`src/lps_pkg.sv`:
```
package lps_pkg;

  // Default geometry of the coordinate and address datapaths.
  localparam int DEF_COORD_BITS = 12;
  localparam int DEF_ADDR_BITS  = 24;

  // Fixed widths of the configuration registers and the colour word.
  localparam int CLIP_BITS  = 12;
  localparam int PITCH_BITS = 13;
  localparam int COLOR_BITS = 32;
  localparam int CFG_INDEX_BITS = 2;
  localparam int CFG_DATA_BITS  = 32;

  // Item function codes.
  localparam logic FUNC_LOAD = 1'b0;
  localparam logic FUNC_STEP = 1'b1;

  // Configuration register indexes.
  localparam logic [CFG_INDEX_BITS-1:0] REG_CLIP_ENABLE = 2'd0;
  localparam logic [CFG_INDEX_BITS-1:0] REG_CLIP_WIDTH  = 2'd1;
  localparam logic [CFG_INDEX_BITS-1:0] REG_CLIP_HEIGHT = 2'd2;
  localparam logic [CFG_INDEX_BITS-1:0] REG_ROW_PITCH   = 2'd3;

  // Register values after reset.
  localparam logic                  CLIP_ENABLE_RESET = 1'b1;
  localparam logic [CLIP_BITS-1:0]  CLIP_WIDTH_RESET  = 12'd640;
  localparam logic [CLIP_BITS-1:0]  CLIP_HEIGHT_RESET = 12'd480;
  localparam logic [PITCH_BITS-1:0] ROW_PITCH_RESET   = 13'd640;

  // Control handed from the input stage to the line engine.
  typedef struct packed {
    logic fire;
    logic func;
  } lps_ctrl_t;

endpackage

```
`src/line_pixel_stepper_core.sv`:
```
// Channel | Direction | Handshake              | Word
// in      | input     | in_valid / in_stall    | func, start_x, start_y, end_x, end_y, line_color
// out     | output    | out_valid / out_stall  | pixel_x, pixel_y, pixel_address, pixel_color,
//         |           |                        | visible, last
// cfg     | input     | cfg_valid / cfg_ready  | cfg_index, cfg_data
//
// One input word is taken every cycle while in_stall is low; a step word's pixel is shown
// once the line engine has written it to the output register. The input register feeds the
// line engine, whose load path holds the single row-times-pitch multiply.
// rst is synchronous and active high: no line is active and the registers take their defaults.
// in_stall rises only while a word waits in the input register and the output register is
// full and stalled; cfg_ready is always high.
module line_pixel_stepper_core
  import lps_pkg::*;
#(
  parameter int COORD_BITS = DEF_COORD_BITS,
  parameter int ADDR_BITS  = DEF_ADDR_BITS
) (
  input  logic                         clk,
  input  logic                         rst,
  input  logic                         in_valid,
  output logic                         in_stall,
  input  logic                         func,
  input  logic signed [COORD_BITS-1:0] start_x,
  input  logic signed [COORD_BITS-1:0] start_y,
  input  logic signed [COORD_BITS-1:0] end_x,
  input  logic signed [COORD_BITS-1:0] end_y,
  input  logic [COLOR_BITS-1:0]        line_color,
  output logic                         out_valid,
  input  logic                         out_stall,
  output logic signed [COORD_BITS-1:0] pixel_x,
  output logic signed [COORD_BITS-1:0] pixel_y,
  output logic [ADDR_BITS-1:0]         pixel_address,
  output logic [COLOR_BITS-1:0]        pixel_color,
  output logic                         visible,
  output logic                         last,
  input  logic                         cfg_valid,
  output logic                         cfg_ready,
  input  logic [CFG_INDEX_BITS-1:0]    cfg_index,
  input  logic [CFG_DATA_BITS-1:0]     cfg_data
);

  // Configuration registers.
  logic                  clip_enable;
  logic [CLIP_BITS-1:0]  clip_width;
  logic [CLIP_BITS-1:0]  clip_height;
  logic [PITCH_BITS-1:0] row_pitch;

  // Input register.
  logic                         in_reg_valid;
  logic                         in_reg_func;
  logic signed [COORD_BITS-1:0] in_reg_start_x;
  logic signed [COORD_BITS-1:0] in_reg_start_y;
  logic signed [COORD_BITS-1:0] in_reg_end_x;
  logic signed [COORD_BITS-1:0] in_reg_end_y;
  logic [COLOR_BITS-1:0]        in_reg_color;

  logic                         in_accept;
  logic                         out_free;
  lps_ctrl_t                    eng_ctrl;
  logic                         eng_emit;
  logic signed [COORD_BITS-1:0] eng_x;
  logic signed [COORD_BITS-1:0] eng_y;
  logic [ADDR_BITS-1:0]         eng_address;
  logic [COLOR_BITS-1:0]        eng_color;
  logic                         eng_visible;
  logic                         eng_last;

  assign cfg_ready = 1'b1;

  // Register writes.
  always_ff @(posedge clk) begin
    if (rst) begin
      clip_enable <= CLIP_ENABLE_RESET;
      clip_width  <= CLIP_WIDTH_RESET;
      clip_height <= CLIP_HEIGHT_RESET;
      row_pitch   <= ROW_PITCH_RESET;
    end else if (cfg_valid && cfg_ready) begin
      case (cfg_index)
        REG_CLIP_ENABLE: clip_enable <= cfg_data[0];
        REG_CLIP_WIDTH:  clip_width  <= cfg_data[CLIP_BITS-1:0];
        REG_CLIP_HEIGHT: clip_height <= cfg_data[CLIP_BITS-1:0];
        REG_ROW_PITCH:   row_pitch   <= cfg_data[PITCH_BITS-1:0];
        default: begin
        end
      endcase
    end
  end

  // The held word moves on whenever the output register can take a pixel.
  assign out_free  = !out_valid || !out_stall;
  assign in_stall  = in_reg_valid && !out_free;
  assign in_accept = in_valid && !in_stall;

  always_comb begin
    eng_ctrl.fire = in_reg_valid && out_free;
    eng_ctrl.func = in_reg_func;
  end

  // Input register.
  always_ff @(posedge clk) begin
    if (rst) begin
      in_reg_valid <= 1'b0;
    end else if (in_accept) begin
      in_reg_valid <= 1'b1;
    end else if (eng_ctrl.fire) begin
      in_reg_valid <= 1'b0;
    end
  end

  always_ff @(posedge clk) begin
    if (in_accept) begin
      in_reg_func    <= func;
      in_reg_start_x <= start_x;
      in_reg_start_y <= start_y;
      in_reg_end_x   <= end_x;
      in_reg_end_y   <= end_y;
      in_reg_color   <= line_color;
    end
  end

  lps_line_engine #(
    .COORD_BITS (COORD_BITS),
    .ADDR_BITS  (ADDR_BITS)
  ) u_engine (
    .clk           (clk),
    .rst           (rst),
    .ctrl          (eng_ctrl),
    .start_x       (in_reg_start_x),
    .start_y       (in_reg_start_y),
    .end_x         (in_reg_end_x),
    .end_y         (in_reg_end_y),
    .line_color    (in_reg_color),
    .clip_enable   (clip_enable),
    .clip_width    (clip_width),
    .clip_height   (clip_height),
    .row_pitch     (row_pitch),
    .emit          (eng_emit),
    .pixel_x       (eng_x),
    .pixel_y       (eng_y),
    .pixel_address (eng_address),
    .pixel_color   (eng_color),
    .visible       (eng_visible),
    .last          (eng_last)
  );

  // Output register.
  always_ff @(posedge clk) begin
    if (rst) begin
      out_valid <= 1'b0;
    end else if (eng_emit) begin
      out_valid <= 1'b1;
    end else if (!out_stall) begin
      out_valid <= 1'b0;
    end
  end

  always_ff @(posedge clk) begin
    if (eng_emit) begin
      pixel_x       <= eng_x;
      pixel_y       <= eng_y;
      pixel_address <= eng_address;
      pixel_color   <= eng_color;
      visible       <= eng_visible;
      last          <= eng_last;
    end
  end

`ifndef SYNTH
  // An emitted pixel is presented in the next cycle.
  a_emit_shown: assert property (@(posedge clk) disable iff (rst)
    eng_emit |=> out_valid)
    else $error("emitted pixel not presented");

  // A pixel held under stall is never overwritten.
  a_no_overwrite: assert property (@(posedge clk) disable iff (rst)
    (out_valid && out_stall) |-> !eng_emit)
    else $error("pending pixel overwritten");

  // A stalled input word stays in the input register.
  a_hold_input: assert property (@(posedge clk) disable iff (rst)
    (in_stall && !in_accept) |=> in_reg_valid)
    else $error("stalled input word was dropped");
`endif

endmodule

```
`src/lps_line_engine.sv`:
```
module lps_line_engine
  import lps_pkg::*;
#(
  parameter int COORD_BITS = DEF_COORD_BITS,
  parameter int ADDR_BITS  = DEF_ADDR_BITS
) (
  input  logic                         clk,
  input  logic                         rst,
  input  lps_ctrl_t                    ctrl,
  input  logic signed [COORD_BITS-1:0] start_x,
  input  logic signed [COORD_BITS-1:0] start_y,
  input  logic signed [COORD_BITS-1:0] end_x,
  input  logic signed [COORD_BITS-1:0] end_y,
  input  logic [COLOR_BITS-1:0]        line_color,
  input  logic                         clip_enable,
  input  logic [CLIP_BITS-1:0]         clip_width,
  input  logic [CLIP_BITS-1:0]         clip_height,
  input  logic [PITCH_BITS-1:0]        row_pitch,
  output logic                         emit,
  output logic signed [COORD_BITS-1:0] pixel_x,
  output logic signed [COORD_BITS-1:0] pixel_y,
  output logic [ADDR_BITS-1:0]         pixel_address,
  output logic [COLOR_BITS-1:0]        pixel_color,
  output logic                         visible,
  output logic                         last
);

  localparam int ERR_BITS  = COORD_BITS + 2;
  localparam int PROD_BITS = COORD_BITS + PITCH_BITS + 1;
  localparam int EXT_BITS  = (ADDR_BITS > PROD_BITS) ? ADDR_BITS : PROD_BITS;
  localparam int CMP_BITS  = (COORD_BITS > CLIP_BITS) ? COORD_BITS : CLIP_BITS;

  // Line state.
  logic                         line_active;
  logic signed [COORD_BITS-1:0] current_x;
  logic signed [COORD_BITS-1:0] current_y;
  logic [ADDR_BITS-1:0]         current_address;
  logic [COORD_BITS-1:0]        abs_delta_x;
  logic [COORD_BITS-1:0]        abs_delta_y;
  logic signed [ERR_BITS-1:0]   error_term;
  logic [COORD_BITS-1:0]        steps_left;
  logic                         x_neg;
  logic                         y_neg;
  logic                         y_major;
  logic [COLOR_BITS-1:0]        held_color;

  // Load set-up.
  logic signed [COORD_BITS:0]   load_dx;
  logic signed [COORD_BITS:0]   load_dy;
  logic signed [COORD_BITS:0]   load_dx_abs;
  logic signed [COORD_BITS:0]   load_dy_abs;
  logic [COORD_BITS-1:0]        load_adx;
  logic [COORD_BITS-1:0]        load_ady;
  logic                         load_y_major;
  logic [COORD_BITS-1:0]        load_major;
  logic signed [ERR_BITS-1:0]   load_err;
  logic signed [PROD_BITS-1:0]  load_prod;
  logic [EXT_BITS-1:0]          load_prod_ext;
  logic [ADDR_BITS-1:0]         load_address;

  // Step datapath.
  logic                         step_fire;
  logic                         load_fire;
  logic [COORD_BITS-1:0]        dmaj;
  logic [COORD_BITS-1:0]        dmin;
  logic signed [ERR_BITS:0]     err_sum;
  logic signed [ERR_BITS:0]     err_dec;
  logic                         minor;
  logic                         x_step;
  logic                         y_step;
  logic [ADDR_BITS-1:0]         x_inc;
  logic [ADDR_BITS-1:0]         y_inc;
  logic [ADDR_BITS-1:0]         pitch_ext;
  logic [CMP_BITS-1:0]          x_cmp;
  logic [CMP_BITS-1:0]          y_cmp;

  assign load_fire = ctrl.fire && (ctrl.func == FUNC_LOAD);
  assign step_fire = ctrl.fire && (ctrl.func == FUNC_STEP) && line_active;
  assign emit      = step_fire;

  // Deltas, directions and major axis of a new line.
  always_comb begin
    load_dx      = (COORD_BITS+1)'(end_x) - (COORD_BITS+1)'(start_x);
    load_dy      = (COORD_BITS+1)'(end_y) - (COORD_BITS+1)'(start_y);
    load_dx_abs  = load_dx[COORD_BITS] ? -load_dx : load_dx;
    load_dy_abs  = load_dy[COORD_BITS] ? -load_dy : load_dy;
    load_adx     = load_dx_abs[COORD_BITS-1:0];
    load_ady     = load_dy_abs[COORD_BITS-1:0];
    load_y_major = !(load_adx > load_ady);
    load_major   = load_y_major ? load_ady : load_adx;
    load_err     = -$signed({2'b00, load_major});
  end

  // Start address: signed row times pitch plus column, wrapped to the address width.
  always_comb begin
    load_prod     = $signed(start_y) * $signed({1'b0, row_pitch});
    load_prod_ext = EXT_BITS'(load_prod);
    load_address  = load_prod_ext[ADDR_BITS-1:0] + ADDR_BITS'(start_x);
  end

  // One Bresenham step: error update, axis steps and address increments.
  always_comb begin
    dmaj      = y_major ? abs_delta_y : abs_delta_x;
    dmin      = y_major ? abs_delta_x : abs_delta_y;
    err_sum   = (ERR_BITS+1)'(error_term) + $signed({2'b00, dmin, 1'b0});
    err_dec   = err_sum - $signed({2'b00, dmaj, 1'b0});
    minor     = !err_sum[ERR_BITS];
    x_step    = !y_major || minor;
    y_step    = y_major || minor;
    pitch_ext = ADDR_BITS'(row_pitch);
    x_inc     = x_neg ? {ADDR_BITS{1'b1}} : ADDR_BITS'(1);
    y_inc     = y_neg ? -pitch_ext : pitch_ext;
  end

  // Control state of the line.
  always_ff @(posedge clk) begin
    if (rst) begin
      line_active <= 1'b0;
    end else if (load_fire) begin
      line_active <= 1'b1;
    end else if (step_fire && (steps_left == '0)) begin
      line_active <= 1'b0;
    end
  end

  // Position, error and counters of the line.
  always_ff @(posedge clk) begin
    if (load_fire) begin
      current_x       <= start_x;
      current_y       <= start_y;
      current_address <= load_address;
      abs_delta_x     <= load_adx;
      abs_delta_y     <= load_ady;
      error_term      <= load_err;
      steps_left      <= load_major;
      x_neg           <= load_dx[COORD_BITS];
      y_neg           <= load_dy[COORD_BITS];
      y_major         <= load_y_major;
      held_color      <= line_color;
    end else if (step_fire && (steps_left != '0)) begin
      current_x       <= x_step ? current_x + COORD_BITS'(x_neg ? -1 : 1) : current_x;
      current_y       <= y_step ? current_y + COORD_BITS'(y_neg ? -1 : 1) : current_y;
      current_address <= current_address + (x_step ? x_inc : '0) + (y_step ? y_inc : '0);
      error_term      <= minor ? err_dec[ERR_BITS-1:0] : err_sum[ERR_BITS-1:0];
      steps_left      <= steps_left - COORD_BITS'(1);
    end
  end

  // Pixel at the current position, with the clip test.
  always_comb begin
    x_cmp         = CMP_BITS'($unsigned(current_x));
    y_cmp         = CMP_BITS'($unsigned(current_y));
    pixel_x       = current_x;
    pixel_y       = current_y;
    pixel_address = current_address;
    pixel_color   = held_color;
    last          = (steps_left == '0);
    visible       = !clip_enable ||
                    (!current_x[COORD_BITS-1] && !current_y[COORD_BITS-1] &&
                     (x_cmp < CMP_BITS'(clip_width)) && (y_cmp < CMP_BITS'(clip_height)));
  end

`ifndef SYNTH
  // A line ends only through a step on its final pixel.
  a_end_on_last: assert property (@(posedge clk) disable iff (rst)
    $fell(line_active) |-> $past(step_fire && (steps_left == '0) && !load_fire))
    else $error("line ended without its final pixel");

  // A step that is not final leaves one pixel fewer to go.
  a_count_down: assert property (@(posedge clk) disable iff (rst)
    (step_fire && (steps_left != '0)) |=> (steps_left == $past(steps_left) - COORD_BITS'(1)))
    else $error("pixel count did not step down by one");

  // A load always leaves a line active.
  a_load_active: assert property (@(posedge clk) disable iff (rst)
    load_fire |=> line_active)
    else $error("load did not start a line");
`endif

endmodule
```
`config.mk`:
```
export PLATFORM = sky130hd
export DESIGN_NAME = line_pixel_stepper_core
export DESIGN_NICKNAME = d
export VERILOG_FILES = /design/src/lps_pkg.sv /design/src/line_pixel_stepper_core.sv /design/src/lps_line_engine.sv
export SDC_FILE = /design/constraint.sdc
export NUM_CORES = 1
export LEC_CHECK = 0
export ABC_CLOCK_PERIOD_IN_PS = 12300
export BUFFER_PORTS_ARGS = -buffer_cell sky130_fd_sc_hd__buf_2
export CAP_MARGIN = 0
export CORE_MARGIN = 3
export CORE_UTILIZATION = 55
export DETAILED_ROUTE_END_ITERATION = 7
export GPL_TIMING_DRIVEN = 0
export PLACE_DENSITY = 0.74
export SLEW_MARGIN = 10
export SYNTH_ARGS = -nofsm -noshare
export SYNTH_HDL_FRONTEND = slang
export SYNTH_SLANG_ARGS = --single-unit
export TNS_END_PERCENT = 5
```
`constraint.sdc`:
```
create_clock -name clk -period 12.3 [get_ports clk]
set_input_delay 0.615 -clock clk [delete_from_list [all_inputs] [get_ports clk]]
set_output_delay 0.615 -clock clk [all_outputs]
set_load 0.05 [all_outputs]
```
# After elaboration in Yosys (flattened, before gate mapping)
# Index checks and enable logic that the tools add are counted.
# Widths: inputs -> output; s select.
[word_totals]
ff_bits = 337
input_bits = 120
out_inout_bits = 85
wordCells = 122
[classes]
add_sub_neg = 14
multipliers = 1
n_lt_le_gt_ge = 3
n_eq_ne = 4
mux = 30
n_bitwise = 1
n_reduce_logical = 39
[ops]
columns = ["op", "count"]
rows = [
  ["$mux 12", 15],
  ["$mux 24", 6],
  ["$add 24x24->24", 3],
  ["$mux 14", 3],
  ["$sub 12x12->13", 2],
  ["$add 12x12->12", 2],
  ["$lt 12x12->1", 2],
  ["$mul 12x14->24", 1],
  ["$neg 12->12", 2],
  ["$neg 13->24", 1],
  ["$add 14x14->15", 1],
  ["$neg 12->14", 1],
  ["$sub 14x14->14", 1],
  ["$gt 12x12->1", 1],
  ["$logic_not 12->1", 1],
  ["$reduce_and 2->1", 6],
  ["$reduce_bool 12->1", 1],
  ["$sub 12x1->12 const B", 1],
  ["$logic_and 1x1->1", 11],
  ["$logic_not 1->1", 10],
  ["$reduce_bool 2->1", 5],
  ["$mux 1", 6],
  ["$eq 2x2->1 const B", 2],
  ["$logic_or 1x1->1", 4],
  ["other kinds (4)", 4],
]

# Longest topological paths before layout
[logic_depth]
word_depth = 9
ltp_mapped = 27
mapped_depth_nobuf = 25

# By module
# From an unflattened synthesis, not the netlist that was laid out.
[unflattened]
cells_unflattened = 2228
hier_area_um2 = 24229.5
[by_module_without_submodules]
columns = ["mod", "n_inst", "cells_per_inst", "area_per_inst_um2", "seq_area_each_um2"]
rows = [
  ["lps_line_engine", 1, 1906, 17664.4, 3983.8],
  ["line_pixel_stepper_core", 1, 322, 6565.0, 5695.5],
]

# Least setup slack after synthesis
# No wires, ideal clock.
[synth_timing]
path_type = "register to register"
start = "register u_engine.y_major"
end = "register u_engine.current_address[22] (netlist: u_engine.pixel_address[22]) (data pin)"
arrival_ns = 6.807
required_time_ns = 12.142
setup_slack_ns = 5.335
path_stages_with_launch = 27
cell_sequence = "edfxtp_1 -> clkbuf_1 -> mux2_2 -> ha_1 -> a21o_1 -> a21oi_1 -> o21bai_1 -> a2111oi_0 -> nor3_1 -> a41o_1 -> o41ai_1 -> clkbuf_1 -> a21oi_1 -> inv_1 -> fa_1 -> inv_1 -> ha_1 -> a21o_1 -> a21oi_1 -> o21ai_0 -> o211a_1 -> o21ai_0 -> a32oi_1 -> a41oi_1 -> a211o_1 -> or4b_2 -> o211ai_1"
[synth_between]
elab_chain_len = 9
word_cells_on_any_way = 12
[synth_lines]
columns = ["item", "line_no", "rtl"]
rows = [
  ["start, declared", "lps_line_engine.sv:44", "logic y_major;"],
  ["start signal, assigned", "lps_line_engine.sv:138", "y_major <= load_y_major;"],
  ["$mux 12", "lps_line_engine.sv:104", "dmin = y_major ? abs_delta_x : abs_delta_y;"],
  ["$add 14x14->15", "lps_line_engine.sv:105", "err_sum = (ERR_BITS+1)'(error_term) + $signed({2'b00, dmin, 1'b0});"],
  ["$logic_not 1->1", "lps_line_engine.sv:107", "minor = !err_sum[ERR_BITS];"],
  ["$logic_or 1x1->1", "lps_line_engine.sv:108", "x_step = !y_major || minor;"],
  ["$mux 24", "lps_line_engine.sv:143", "current_address <= current_address + (x_step ? x_inc : '0) + (y_step ? y_inc : '0);"],
  ["$add 24x24->24", "lps_line_engine.sv:143", ""],
  ["$add 24x24->24 *", "lps_line_engine.sv:143", ""],
  ["$mux 24 *", "lps_line_engine.sv:140", "end else if (step_fire && (steps_left != '0)) begin"],
  ["$mux 24 *", "lps_line_engine.sv:128", "if (load_fire) begin"],
  ["end signal, assigned", "lps_line_engine.sv:131", "current_address <= load_address;"],
  ["end signal, assigned", "lps_line_engine.sv:143", ""],
  ["end, declared", "lps_line_engine.sv:37", "logic [ADDR_BITS-1:0] current_address;"],
]
# Every way passes the cells marked *; elsewhere a longest branch is shown, timed or not. The select of a mux whose other input is x is not followed.
# A chain may end at the register's enable or synchronous reset.

# Final worst setup path
# Ends and elaborated chain as after synthesis.

==> summary.txt <==
Status
  – Status: complete, no violations

Worst setup path
  – Worst-path fanout max: 20
  – Slowest cell on the critical path: inv_1
  – Worst path top cell family by delay: compound AO/OA/AOI/OAI gates
  – CP Capture Type: register
  – Most used cell, CP: a21oi_1
  – Worst Path Required: about 13 ns
  – Crit path kind: register to register
  – Buf/Inv on CP: 4
  – CP startpoint kind: register
  – CP max stage delay: approximately 0.96 ns
  – Worst Path Arrival: about 9.4 ns

STA
  – Final Skew: 0.0299 ns
  – Final setup fails: 0
  – RSZ-0062 raised after global routing: no
  – Ratio of final minimum period to clock period: 72.9%
  – Highest clock rate: approximately 110 MHz
  – Max-slew violation count: 0
  – Final Hold Viols: 0
  – Setup TNS: 0 ns
  – Worst-margin pin slew: about 1.1 ns
  – Final min period: 8.96 ns
  – Rel. slew slack: 23.4%

Synthesis
  – Seq/Total Area, Yosys: between 30% and 40%
  – Adder-cell share of the synthesized area: 23.9%
  – Top FF cell, synth: edfxtp_1
  – Post-synthesis cell type count: a little over 90
  – Simple-gate area share of the yosys netlist: around an eighth
  – Post-synth ARST share: 0%
  – Mapped Avg Cell Area: 10.4 um^2
  – Synth area leaders: edfxtp_1 (36%), fa_1 (13%), ha_1 (11%)
  – Cell Area, Synth: around 24000 um^2
  – XOR/XNOR Fraction of Synth Area: 4.65%
  – Mux share of post-synthesis cell area: approximately 1.6%
  – Synth Area in Compound Gates: roughly 11%
  – Yosys top cell area share: 36.3%
  – Syn_nets: between 2000 and 3000
  – Synth Warn #: 0
  – EDFF count, synth: approximately 300
  – Largest family of logic cells by synthesized area: adder cells
  – Syn Inst Count: approximately 2400
  – #FFs+latches synth: 336
  – Cell taking the most area after synthesis: edfxtp_1

Placed design
  – Placer Congestion: roughly 0.94
  – Post-DP HPWL: about 50000 um
  – Placed cell count: about 3100
  – I/O Buffers: 184

GRT
  – Vias in the first global route: around 18000
  – GRT Util Overall: roughly 27%
  – Grt ovf: 0
  – Largest net degree at the start of global routing: between 50 and 60
  – Initial antenna violation count: 2
  – First-pass GRT wire length: ~99000 um

Clocking
  – Max clock buf depth: 3
  – CTS resizes: 0
  – Clock root cell: clkbuf_16
  – Postcts setup bufs: 0
  – Clock transition at path regs: 0.07 ns
  – CTS Sinks: about 340
  – TritonCTS buffer count: 37
  – # hold bufs at CTS: 0
  – H-tree depth: 2
  – Worst skew pair latency: between 0.5 and 0.6 ns
  – CTS tree: yes

Detailed routing
  – DRT antenna net count: 0
  – Detail-routed via count per cell: between 5 and 6
  – Drt first-iter violations: 1462
  – Routed WL: 63400 um
  – DR WL/cell: just under 20 um
  – DRC Markers: 0
  – Pre-Repair DR Iteration Count: 5
  – Total number of vias: ~18000

Layout
  – Nets: 3069
  – Register Area: between 9000 and 10000 um^2
  – Post-Layout Cell Count: between 3000 and 4000
  – Most common cell after layout, fill and taps aside: inv_1
  – Area delta synth->final: 12.2%
  – Commonest cells after routing, fill and taps aside: inv_1 (330), edfxtp_1 (295), nand2_1 (281), ha_1 (208), buf_2 (186)
  – # fillers: about 3500
  – Antenna diodes: 0
  – Share of cells above drive strength 1: roughly 11%
  – Multi-input gate area: 13200 um^2

Pwr
  – Leak: 12.0 nW
  – IR drop worst, VDD: around 160 uV
  – PwrDens: 189 nW/um^2

Floorplanning
  – Die area: between 40000 and 50000 um^2
  – Initial Utilization: a little under three fifths
  – Die Y: ~220 um
  – Die Wd: approximately 220 um
  – Std cell rows: 76
  – Core Region: around 43000 um^2
  – I/O pin count: 205

Flow run
  – Max_cap viols: 0

Hold path
  – HP Class: input port to register
-- synthesized netlist by cell type (46+ instances only) --
cell type	n
a21oi_1	138
o21ai_0	75
edfxtp_1	295
xor2_1	46
xnor2_1	81
nor2_1	136
inv_1	331
and2_1	51
clkbuf_1	59
ha_1	208
nand2_1	282
fa_1	162
-- stage by stage --
stage	hold WS [ns]	setup WS, ns	total power [mW]	utilization [%]	area, um^2
detailed placement	0.405	3.52	4.03	60.2	26200
floorplan	0.400	5.34	3.40	-	24400
global placement	0.401	3.61	3.97	60.0	26100
finish	0.217	3.34	5.19	63.1	27400
global route	0.198	2.84	5.57	63.1	27400
CTS	0.192	3.46	5.18	63.1	27400
-- final timing paths --
kind / depth (start not counted) / slack, ns / to / start
hold / removal: 1 / 0.22 / in_reg_end_y[1]$_DFFE_PP_ / end_y[1]
setup reg to reg: 26 / 3.34 / u_engine.pixel_address[22]$_DFFE_PP_ / u_engine.y_major$_DFFE_PP_
setup / recovery: 26 / 3.34 / u_engine.pixel_address[22]$_DFFE_PP_ / u_engine.y_major$_DFFE_PP_
hold reg to reg: 0 / 0.42 / u_engine.pixel_color[7]$_DFFE_PP_ / in_reg_color[7]$_DFFE_PP_
-- flip-flops by register name, summed over array words and instances, names as in the netlist, 13 cells and up --
register                count
in_reg_color               32
pixel_address              24
pixel_color                32
row_pitch                  13
u_engine.error_term        13
u_engine.pixel_address     24
u_engine.pixel_color       32
-- power by group --
group	total, mW	internal, mW	switching [mW]
clock network	1.11	0.649	0.464
registers	1.44	1.39	0.0550
logic	2.63	1.07	1.57
-- layout make-up --
cell class	instances	share of cell area, %
buffer	74	1.05
inverter	334	4.58
clock inverter	21	0.781
clock buffer	47	3.67
sequential	336	35.3
multi-input combinational	1607	48.2
tap	585	2.67
timing repair buffer	189	3.71
-- logic make-up (layout without fill, tap and decap cells) --
| family | after synthesis | after routing |
|---|---|---|
| simple gates | 656 | 656 |
| compound gates | 414 | 414 |
| buf+inv | 408 | 665 |
| fa+ha+maj | 370 | 370 |
| flops | 336 | 336 |
| xor+xnor | 128 | 128 |
| mux | 38 | 38 |
| other cells | 1 | 1 |
-- metal layers --
layer,track usage (%),vias up,wire [um]
met2,41.9,736,28100
met3,5.38,127,5090
met1,38.3,8820,28100
li1,-,8495,-
met4,9.50,0,2150
met5,0,-,0
-- worst register-to-register path: cells and delay by family (launching register included) --
family                   cells  cell delay [ns]
multiplexers                 1             0.43
AND/OR/NAND/NOR              2             0.77
adder cells (fa/ha/maj)      3             1.02
buffers and inverters        4             2.01
flip-flops                   1             0.32
AO/OA/AOI/OAI               16             4.26
(Power assumes the default switching activity.)
